**src/rtl/rrs_pkg.sv**
```systemverilog
// Shared constants, types and score function of the resource requirement scorer.
`default_nettype none

package rrs_pkg;

    localparam int ADDR_WIDTH = 64;              // 16 .. 64
    localparam int IN_W       = 64;              // address field width on the port
    localparam int NBYTES     = (ADDR_WIDTH + 7) / 8;
    localparam int SCORE_W    = 17;

    localparam logic [SCORE_W-1:0] WEIGHT = SCORE_W'(256);

    typedef logic [ADDR_WIDTH-1:0] addr_t;

    // Data word carried down the divide chain
    typedef struct packed {
        addr_t rem;    // partial remainder
        addr_t quo;    // dividend bits shifting out, quotient bits shifting in
        addr_t dvsr;   // divisor (alignment, zero already mapped to one)
        addr_t aux;    // span before round-up correction
        logic  flag;   // preferred / alternative
    } rrs_div_t;

    // Highest nonzero byte plus 0x100, shifted by its byte index; -1 for zero; 256 less when flag is set
    function automatic logic [SCORE_W-1:0] rrs_score(input addr_t cnt, input logic flag);
        logic [NBYTES*8-1:0] cp;
        logic [SCORE_W-1:0]  s;
        logic                found;
        cp    = (NBYTES*8)'(cnt);
        s     = '1;
        found = 1'b0;
        for (int i = NBYTES - 1; i >= 0; i--)
        begin
            if (!found && (cp[8*i +: 8] != 8'd0))
            begin
                s     = SCORE_W'({1'b1, cp[8*i +: 8]}) << i;
                found = 1'b1;
            end
        end
        if (flag)
        begin
            s = s - WEIGHT;
        end
        return s;
    endfunction

endpackage

`default_nettype wire

```
**src/rtl/rrs_out_skid.sv**
```systemverilog
// Two-entry output buffer; full is registered and stalls the cell chain.
`default_nettype none

module rrs_out_skid import rrs_pkg::*; (
    input  wire logic               clk,
    input  wire logic               rst_n,
    input  wire logic               push,
    input  wire logic [SCORE_W-1:0] push_data,
    output logic                    full,
    output logic                    out_valid,
    input  wire logic               out_ready,
    output logic [SCORE_W-1:0]      out_data
);

    logic [SCORE_W-1:0] ent_reg [2];
    logic               wr_ptr_reg, wr_ptr_next;
    logic               rd_ptr_reg, rd_ptr_next;
    logic [1:0]         cnt_reg, cnt_next;
    logic               pop;

    assign out_valid = (cnt_reg != 2'd0);
    assign full      = (cnt_reg == 2'd2);
    assign out_data  = ent_reg[rd_ptr_reg];
    assign pop       = out_valid && out_ready;

    always_comb
    begin
        wr_ptr_next = push ? ~wr_ptr_reg : wr_ptr_reg;
        rd_ptr_next = pop ? ~rd_ptr_reg : rd_ptr_reg;
        cnt_next    = cnt_reg + {1'b0, push} - {1'b0, pop};
    end

    always_ff @(posedge clk or negedge rst_n)
    begin
        if (!rst_n)
        begin
            wr_ptr_reg <= 1'b0;
            rd_ptr_reg <= 1'b0;
            cnt_reg    <= 2'd0;
        end
        else
        begin
            wr_ptr_reg <= wr_ptr_next;
            rd_ptr_reg <= rd_ptr_next;
            cnt_reg    <= cnt_next;
        end
    end

    always_ff @(posedge clk)
    begin
        if (push)
        begin
            ent_reg[wr_ptr_reg] <= push_data;
        end
    end

endmodule

`default_nettype wire

```
**config.mk**
```make
export PLATFORM = sky130hd
export DESIGN_NAME = rrs_out_skid
export DESIGN_NICKNAME = d
export VERILOG_FILES = /design/src/rtl/rrs_pkg.sv /design/src/rtl/rrs_out_skid.sv
export SDC_FILE = /design/constraint.sdc
export NUM_CORES = 1
export LEC_CHECK = 0
export BUFFER_PORTS_ARGS = -buffer_cell sky130_fd_sc_hd__buf_2
export CORE_MARGIN = 1
export CORE_UTILIZATION = 54
export CTS_CLUSTER_DIAMETER = 40
export DETAILED_ROUTE_END_ITERATION = 10
export PLACE_DENSITY = 0.92
export SETUP_SLACK_MARGIN = 0.05
export SLEW_MARGIN = 20
export SYNTH_ARGS = -nofsm -noshare
export SYNTH_HDL_FRONTEND = slang
export SYNTH_SLANG_ARGS = --single-unit
```
**constraint.sdc**
```tcl
create_clock -name clk -period 4.3 [get_ports clk]
set_clock_uncertainty 0.2 [all_clocks]
set_input_delay 0.215 -clock clk [delete_from_list [all_inputs] [get_ports clk]]
set_output_delay 0.215 -clock clk [all_outputs]
set_load 0.005 [all_outputs]
```
==> qor.yml <==
drtPass1Iterations: 4
post-route-period-util_pct: 52.3
reg2reg_from: "wr_ptr_reg"
netlist_instances: 70
cts_buffers: 5
grt_usage_pct: 19.7
start_util_pct: 58.6
fin_tns_setup_ns: 0
viasPerCell: 4.88
rows: 18
synth_common_cells: "edfxtp_1, mux2_4, mux2_2, dfrtp_1"
wl_per_cell_um: 15.4
drc: 0
yosysMostFrequentCell: "edfxtp_1"
cts_tree: "yes"
dp.final_hpwl_um: 1620
antennaDiodeCount: 0
synth_top_area_share_pct: 69.1
synthAdderAreaFrac_pct: 1.69
post_synth_num_cell_types: 14
ant_nets: 0
wirelength_um: 2560
synth-compound-area-share_pct: 0.508
insertion_delay_ns: 0.33
p_per_area_mw_per_mm2: 554
synth.avg_cell_area_um2: 21.1
crit_type: "flip-flop to output pin"
hold_violations: 0
h-tree-depth: 2
cp-startpoint: "rd_ptr_reg"
areaGrowthSynthToFinish_pct: 31.8
fmax_mhz: 445
synth_xor_area_share_pct: 2.37
num_vias: 810
worst_slew_pin_slew_ns: 0.902
grt_max_degree: 19
cp.arrival_ns: 1.83
drive_gt1_share_pct: 47.8
cp_max_fo: 18
portBuffers: 39
synth_top_family_by_area: "multiplexers"
multi_input_area_um2: 318
seq_area_mm2: 0.00112
core_mm2: 0.00252
dieHeight_um: 54.3
postCtsSetupBuffers: 0
rsz0062_at_grt: "no"
synth_top_area_cell: "edfxtp_1"
power_mw: 1.08
synth.cell_area_mm2: 0.00148
largest_reg_flops: 34
cp-end-kind: "output pin"
finish.net_count: 158
synth_ff_type: "edfxtp_1"
first_global_vias: 784
seq_area_frac_synth_pct: 75.9
crit_chain: "mux2_2 -> buf_2"
cp-start-kind: "flip-flop"
synth-simple-area-share_pct: 1.69
hold_start: "out_ready"
die_w_um: 54.3
setup_viol: 0
ios: 40
muxShareOfSynthArea_pct: 15.2
place.gp.congestion: 0.627
leakagePower_nw: 0.799
holdCritPathClass: "input pin to flip-flop"
ir_worst_vdd_v: 0.000457
max_cap_violations: 0
ctsResizeCount: 0
numClockSinks: 38
async_reset_ff_share_pct: 10.5
grt_pass1_wl_um: 3690
grt_antenna_before_repair: 0
ys_warn_count: 0
fillers: 152
synth_seq_cells: 38
dieArea_mm2: 0.00295
status: "completed"
synth_nets: 93
slowest_delay_ns: 0.94
required_ns: 3.88
synth-edff-count: 34
grt.overflow.total: 0
clock_path_buffers: 2
synthTopCellsByArea: "edfxtp_1, mux2_4, dfrtp_1"
cts_root_buffer: "clkbuf_4"
slew_violations: 0
crit_slowest_cell: "dfrtp_1"
reg2reg_slack_ns: 2.43
relSlewSlack_pct: 39.8
path_clk_slew_ns: 0.10
ctsHoldBuffers: 20
drtIter0Drc: 15
period_minus_slack_ns: 2.25
## metrics by stage
stage,cells,hold slack (ns),setup WS (ns),utilization [%],cell area (µm²)
after global placement,138,-0.179,2.45,66.9,1690
after global routing,166,0.0535,1.96,77.2,1950
after detailed placement,138,-0.168,2.42,66.9,1690
after floorplan,70,-0.281,2.52,-,1480
final,166,0.0437,2.05,77.2,1950
after CTS,166,0.0302,2.01,77.2,1950
## routing by layer
layer / part of all wire (%) / GRT usage [%]
met1: 41 / 21.1
met2: 55 / 33.9
met3: 3.6 / 9.44
met4: 0 / 5.98
met5: 0 / 0
## path summary, 6_finish.rpt
check                                  to  cells after the start
setup / recovery              out_data[6]                      2
hold / removal                 rd_ptr_reg                      3
setup reg to reg           ent_reg[0][10]                      2
hold reg to reg                wr_ptr_reg                      1
max in group asynchronous      cnt_reg[1]                      3
min in group asynchronous      wr_ptr_reg                      3
## cells by family (layout without fill, tap and decap cells)
| logic type | after synthesis | in the layout |
|---|---|---|
| buffers and inverters | 4 | 70 |
| AND/OR/NAND/NOR | 4 | 4 |
| adder cells (fa/ha/maj) | 2 | 2 |
| XOR/XNOR | 4 | 4 |
| AO/OA/AOI/OAI | 1 | 1 |
| flip-flops | 38 | 38 |
| multiplexers | 17 | 17 |
## cells in the final DEF (no fill, tap or decap)
| master | instances |
|---|---|
| or2_2 | 1 |
| clkbuf_8 | 1 |
| clkbuf_1 | 1 |
| buf_4 | 1 |
| dlygate4sd3_1 | 20 |
| clkinv_2 | 1 |
| inv_1 | 2 |
| xnor2_1 | 2 |
| nor2b_1 | 2 |
| xor2_1 | 2 |
| buf_2 | 39 |
| mux2_2 | 8 |
| clkbuf_4 | 5 |
| o21a_1 | 1 |
| dfrtp_1 | 4 |
| mux2_4 | 9 |
| ha_1 | 2 |
| and2_1 | 1 |
| edfxtp_1 | 34 |
## worst max-delay path, delay by kind of cell, from the launching register on
kind     cells  cell delay (ns)
buf+inv      1             0.13
mux          1             0.42
flops        1             0.94
## area by class of cell
class,count,area share [%]
Inverter,2,0.386
Timing Repair Buffer,60,20.7
Multi-Input combinational cell,28,16.3
Sequential cell,38,57.6
Clock inverter,1,0.257
Clock buffer,7,2.83
Tap cell,30,1.93
## power by group
| part | switching (mW) | leakage [nW] | internal [mW] |
|---|---|---|---|
| logic | 0.126 | 0.398 | 0.202 |
| clock network | 0.108 | 0.0353 | 0.0793 |
| registers | 0.0679 | 0.366 | 0.496 |
| total | 0.302 | 0.799 | 0.777 |
Note: power is estimated with default switching activity, not from simulation.
