### src/rtl/rrs_pkg.sv
// Shared constants, types and score function of the resource requirement scorer.
`default_nettype none

package rrs_pkg;

    localparam int ADDR_WIDTH = 64;              // 16 .. 64
    localparam int IN_W       = 64;              // address field width on the port
    localparam int NBYTES     = (ADDR_WIDTH + 7) / 8;
    localparam int SCORE_W    = 17;

    localparam logic [SCORE_W-1:0] WEIGHT = SCORE_W'(256);

    typedef logic [ADDR_WIDTH-1:0] addr_t;

    // Data word carried down the divide chain
    typedef struct packed {
        addr_t rem;    // partial remainder
        addr_t quo;    // dividend bits shifting out, quotient bits shifting in
        addr_t dvsr;   // divisor (alignment, zero already mapped to one)
        addr_t aux;    // span before round-up correction
        logic  flag;   // preferred / alternative
    } rrs_div_t;

    // Highest nonzero byte plus 0x100, shifted by its byte index; -1 for zero; 256 less when flag is set
    function automatic logic [SCORE_W-1:0] rrs_score(input addr_t cnt, input logic flag);
        logic [NBYTES*8-1:0] cp;
        logic [SCORE_W-1:0]  s;
        logic                found;
        cp    = (NBYTES*8)'(cnt);
        s     = '1;
        found = 1'b0;
        for (int i = NBYTES - 1; i >= 0; i--)
        begin
            if (!found && (cp[8*i +: 8] != 8'd0))
            begin
                s     = SCORE_W'({1'b1, cp[8*i +: 8]}) << i;
                found = 1'b1;
            end
        end
        if (flag)
        begin
            s = s - WEIGHT;
        end
        return s;
    endfunction

endpackage

`default_nettype wire

### src/rtl/rrs_div_cell.sv
// One restoring-division cell: retires one quotient bit per beat.
`default_nettype none

module rrs_div_cell import rrs_pkg::*; (
    input  wire logic     clk,
    input  wire logic     rst_n,
    input  wire logic     en,
    input  wire logic     in_valid,
    input  wire rrs_div_t in_data,
    output logic          out_valid,
    output rrs_div_t      out_data
);

    logic [ADDR_WIDTH:0] rem_sh;
    logic [ADDR_WIDTH:0] dvsr_x;
    logic [ADDR_WIDTH:0] diff;
    logic                ge;
    logic                valid_reg;
    rrs_div_t            data_reg;
    rrs_div_t            data_next;

    assign rem_sh = {in_data.rem, in_data.quo[ADDR_WIDTH-1]};
    assign dvsr_x = {1'b0, in_data.dvsr};
    assign ge     = (rem_sh >= dvsr_x);
    assign diff   = rem_sh - dvsr_x;

    always_comb
    begin
        data_next     = in_data;
        data_next.rem = ge ? diff[ADDR_WIDTH-1:0] : rem_sh[ADDR_WIDTH-1:0];
        data_next.quo = {in_data.quo[ADDR_WIDTH-2:0], ge};
    end

    always_ff @(posedge clk or negedge rst_n)
    begin
        if (!rst_n)
        begin
            valid_reg <= 1'b0;
        end
        else if (en)
        begin
            valid_reg <= in_valid;
        end
    end

    always_ff @(posedge clk)
    begin
        if (en)
        begin
            data_reg <= data_next;
        end
    end

    assign out_valid = valid_reg;
    assign out_data  = data_reg;

endmodule

`default_nettype wire

### config.mk
export PLATFORM = sky130hd
export DESIGN_NAME = rrs_div_cell
export DESIGN_NICKNAME = d
export VERILOG_FILES = /design/src/rtl/rrs_pkg.sv /design/src/rtl/rrs_div_cell.sv
export SDC_FILE = /design/constraint.sdc
export NUM_CORES = 1
export LEC_CHECK = 0
export BUFFER_PORTS_ARGS = -buffer_cell sky130_fd_sc_hd__buf_4
export CAP_MARGIN = 20
export CELL_PAD_IN_SITES_DETAIL_PLACEMENT = 2
export CELL_PAD_IN_SITES_GLOBAL_PLACEMENT = 2
export CORE_MARGIN = 2
export CORE_UTILIZATION = 31
export CTS_BUF_LIST = sky130_fd_sc_hd__clkbuf_8 sky130_fd_sc_hd__clkbuf_16
export DETAILED_ROUTE_END_ITERATION = 10
export PLACE_DENSITY = 0.86
export SLEW_MARGIN = 20
export SYNTH_ARGS = -nofsm -noshare
export SYNTH_HDL_FRONTEND = slang
export SYNTH_SLANG_ARGS = --single-unit
### constraint.sdc
create_clock -name clk -period 1 [get_ports clk]
set_input_delay 0.1 -clock clk [delete_from_list [all_inputs] [get_ports clk]]
set_output_delay 0.1 -clock clk [all_outputs]
set_load 0.02 [all_outputs]
==> results.py, run 1 <==
metrics = {
    "outcome": {
        "status": "stopped before the end",
        "haltStage": "clock tree synthesis",
        "first-error": "[ERROR DPL-0033] detailed placement checks failed during check placement.",
    },
    "synth": {
        "syn-num-nets": 1321,
        "synth-edff-count": 257,
        "synthArstFlopShare_pct": 0.3876,
        "ys_ff_latch": 258,
        "synth-seq-area-share_pct": 59.99,
        "syn-cell-area_sq_um": 12910,
        "yosys_warnings": 0,
        "synth_ff_type": "edfxtp_1",
        "ys_types": 56,
        "syn_area_per_cell_sq_um": 12.97,
        "synthCells": 995,
    },
    "clock_tree": {
        "holdBufCountCts": 260,
        "post-cts-setup-buffer-count": 9,
        "cts_resized": 295,
        "cts_sinks": 258,
        "cts_buffers": 31,
        "htree_levels": 1,
        "clock_path_buffers": 3,
        "clk_root_buffer_cell": "clkbuf_16",
    },
    "die": {
        "rows": 74,
        "pin_count": 519,
        "die_w_microns": 208.0,
        "die_h_microns": 208.0,
        "start_util_pct": 31.54,
    },
    "placement": {
        "port_buffers": 518,
        "gp_congestion": 0.8948,
        "hpwl_microns": 53930,
        "pre_cts_slack_ps": -2332,
    },
}
==> cell families after synthesis <==
group	Yosys count	share of synthesized area, %
flops	258	59.99
mux	65	6.980
xor+xnor	58	3.936
simple gates	198	7.135
compound gates	240	12.01
buf+inv	111	3.587
fa+ha+maj	65	6.360
==> synth_stat cells, types with 2 or more instances <==
master	n	area share [%]
a211oi_1	5	0.29
a21boi_0	2	0.12
a21o_1	31	1.8
a21oi_1	88	3.4
a221oi_1	2	0.14
a311oi_1	4	0.27
a31oi_1	9	0.44
a41oi_1	2	0.14
and3_1	8	0.39
buf_6	6	0.52
clkbuf_1	23	0.67
edfxtp_1	257	60
ha_1	64	6.2
inv_1	80	2.3
mux2_2	16	1.4
mux2_4	46	5.4
mux2i_1	3	0.23
nand2_1	66	1.9
nand2b_1	7	0.34
nand3_1	11	0.43
nand4_1	22	1.1
nor2_1	49	1.4
nor2b_1	7	0.34
nor3_1	16	0.62
nor4_1	3	0.15
o2111ai_1	3	0.20
o211a_1	3	0.23
o211ai_1	9	0.52
o21a_1	6	0.35
o21ai_0	41	1.6
o21bai_1	17	0.99
o31ai_1	5	0.29
or2_2	2	0.097
or3_1	4	0.19
xnor2_1	32	2.2
xor2_1	26	1.8
==> metrics by stage <==
| step | cells | hold WS, ps | util, % | instance area, sq um | setup TNS [ps] |
|---|---|---|---|---|---|
| after floorplan | 995 | -195.6 | - | 13340 | -109300 |
| after global placement | 2301 | -124.7 | 48.87 | 20000 | -130560 |
| after detailed placement | 2301 | -122.5 | 48.87 | 20000 | -140150 |
==> run 2: changes to the inputs <==
- CELL_PAD_IN_SITES_DETAIL_PLACEMENT: 2 -> unset
- CELL_PAD_IN_SITES_GLOBAL_PLACEMENT: 2 -> unset
- CORE_UTILIZATION: 31 -> 30
- CTS_BUF_LIST: sky130_fd_sc_hd__clkbuf_8 sky130_fd_sc_hd__clkbuf_16 -> unset
- PLACE_DENSITY: 0.86 -> unset
- PLACE_DENSITY_LB_ADDON: unset -> 0.15
==> run 2 against run 1 <==
Compared with the run above:
- the flow now finishes, with violations (negative setup slack)
- area after synthesis unchanged
- synthesized cell count unchanged
==> results.py, run 2 <==
metrics = {
    "outcome": {
        "status": "finished with violations",
        "violations": "negative setup slack",
    },
    "synth": {
        "synthCells": 995,
        "synth-seq-area-share_pct": 59.99,
        "synthSimpleGateAreaFrac_pct": 7.135,
        "synth-xor-area-share_pct": 3.936,
        "yosys-top-cells-area": "edfxtp_1 (60%), ha_1 (6.2%), mux2_4 (5.4%), a21oi_1 (3.4%), inv_1 (2.3%)",
        "synthAdderAreaFrac_pct": 6.360,
        "yosys_warnings": 0,
        "synth_ff_type": "edfxtp_1",
        "syn-num-nets": 1321,
        "synth_most_common_cell": "edfxtp_1",
        "yosys.area.top_type": "edfxtp_1",
        "synth.top_cell.area_share_pct": 59.80,
        "synth-edff-count": 257,
        "ys_types": 56,
        "synth_compound_area_share_pct": 12.01,
        "synth_mux_area_share_pct": 6.980,
        "syn-cell-area_sq_um": 12910,
        "syn_area_per_cell_sq_um": 12.97,
        "synthArstFlopShare_pct": 0.3876,
        "synthTopCellsByCount": "edfxtp_1 (257), a21oi_1 (88), inv_1 (80), nand2_1 (66), ha_1 (64)",
        "ys_ff_latch": 258,
        "synth_top_family_by_area": "compound AO/OA/AOI/OAI gates",
    },
    "placement": {
        "place_area_sq_um": 20020,
        "port_buffers": 518,
        "hpwl_microns": 39720,
        "gp_congestion": 0.8639,
    },
    "die": {
        "rows": 75,
        "core_area_sq_um": 42230,
        "die_h_microns": 211.4,
        "die_w_microns": 211.4,
        "pin_count": 519,
        "start_util_pct": 30.56,
        "die_area_sq_um": 44700,
    },
    "sta": {
        "rsz0062_at_grt": "true",
        "max_slew_margin_pct": 68.78,
        "slew_violations": 0,
        "max_freq_ghz": 0.4245,
        "worst_pin_slew_ps": 464.3,
        "setup_ws_ps": -1356,
        "timing.hold.ws_ps": 78.53,
        "finalHoldViolations": 0,
        "period_share_pct": 235.6,
        "setup_violations": 323,
        "finalCriticalPeriod_ps": 2356,
        "skew_ps": 0,
    },
    "finish": {
        "final_cell_mix": "buf_4 (562), dlygate4sd3_1 (260), buf_6 (259), edfxtp_1 (257), a21oi_1 (63)",
        "regArea_sq_um": 7742,
        "largest_reg_flops": 257,
        "drive_gt1_share_pct": 51.32,
        "fin_nets": 2428,
        "fill_cells": 3443,
        "multi_input_area_sq_um": 5534,
        "area_delta_synth_final_pct": 97.45,
        "final_core_util_pct": 60.35,
        "finish.instance_area_sq_um": 25480,
        "mostFrequentLayoutCell": "buf_4",
    },
    "detailed_routing": {
        "antenna_left": 0,
        "avgViaCountPerCell": 4.604,
        "via_count": 12287,
        "drc": 0,
        "wl_per_cell_microns": 20.44,
        "drtIter0Drc": 713,
        "routed_wl_microns": 54550,
        "first_pass_iters": 5,
    },
    "power": {
        "ir_drop_uv": 1365,
        "power_mw": 37.29,
        "power.leakage_nw": 11.16,
        "power_density_nw_per_um2": 1463,
    },
    "global_routing": {
        "grtUsageTotal_pct": 23.19,
        "grt_pass1_wl_microns": 78570,
        "grt_start_max_net_pins": 49,
        "antenna_found_initial": 11,
        "grt_pass1_vias": 12946,
        "overflow": 0,
    },
    "clock_tree": {
        "clock_path_buffers": 3,
        "clock_latency_ps": 580,
        "cts_sinks": 258,
        "cts_buffers": 31,
        "clk_root_buffer_cell": "clkbuf_16",
        "cts_tree": "yes",
        "clk_pin_slew_ps": 60,
        "htree_levels": 1,
    },
    "critical_path": {
        "critPathLaunchType": "input port",
        "path_max_fanout": 7,
        "worst-setup-path-type": "in2reg",
        "worstPathRequired_ps": 1330,
        "end_kind": "register",
        "arrival_ps": 2690,
    },
    "flow_run": {
        "cap_violations": 0,
    },
    "min_path": {
        "hp-class": "in2reg",
    },
}
[run 2: final cells by class]
class                   instances  area share (%)
diodes                          4         0.03928
clock inverters                23          0.7807
multi-input cells             626           21.72
well taps                     539           2.646
flip-flops and latches        258           30.38
repair buffers               1105           40.05
clock buffers                  34           3.128
inverters                      80           1.257
[run 2: metal layers]
layer | track usage (%) | vias to the layer above | share of wire (%)
met4 | 6.727 | 14 | 2.8
met2 | 42.39 | 346 | 51
met3 | 5.815 | 82 | 6.4
li1 | - | 5937 | -
met5 | 0 | - | 0.18
met1 | 26.66 | 5908 | 39
[run 2: worst paths after layout]
path                              from             to  slack, ps  depth (start not counted)
setup / recovery           in_data[81]  out_data[201]      -1360                         16
hold / removal             in_data[66]  out_data[194]         80                          3
setup reg to reg             out_valid      out_valid        230                          1
hold reg to reg              out_valid      out_valid        560                          1
max in group asynchronous        rst_n      out_valid        510                          3
min in group asynchronous        rst_n      out_valid        380                          3
[run 2: cell families after synthesis]
group | count (synthesis)
fa+ha+maj | 65
xor+xnor | 58
compound gates | 240
mux | 65
flops | 258
simple gates | 198
buf+inv | 111
[run 2: stage by stage]
| stage | setup WS [ps] | TNS (ps) | instances |
|---|---|---|---|
| floorplan | -1731 | -109300 | 995 |
| global route | -1444 | -156840 | 2668 |
| global placement | -2115 | -132570 | 2310 |
| finish | -1356 | -139830 | 2669 |
| detailed placement | -2161 | -135270 | 2310 |
| CTS | -1336 | -144060 | 2654 |
[run 2: report_power, final]
part | switching (mW) | internal (mW) | total (mW) | leakage, nW
sequential | 0.523 | 13.2 | 13.8 | 2.53
clock | 4.91 | 6.30 | 11.2 | 0.482
combinational | 5.54 | 6.78 | 12.3 | 8.15
total | 11.0 | 26.3 | 37.3 | 11.2
[run 2: timing repair]
item,in CTS,in global routing
buffers inserted,24,14
endpoints found under the setup margin,323,323
endpoints found under the hold margin,268,0
hold buffers,260,0
gates resized for setup,332,55
gates cloned,4,2
pin swaps,15,29
[run 2: worst max-delay path, cell delays in order]
cell and delay [ps]:
buf_4 120, inv_2 60, ha_4 220, a21oi_4 140
o21ai_2 90, a21oi_2 150, o31ai_1 90, a21oi_2 180
o41ai_4 100, buf_4 160, a31oi_4 210, o21ai_4 80
a31oi_4 300, buf_6 190, buf_12 140, mux2_2 330
(Power assumes the default switching activity.)
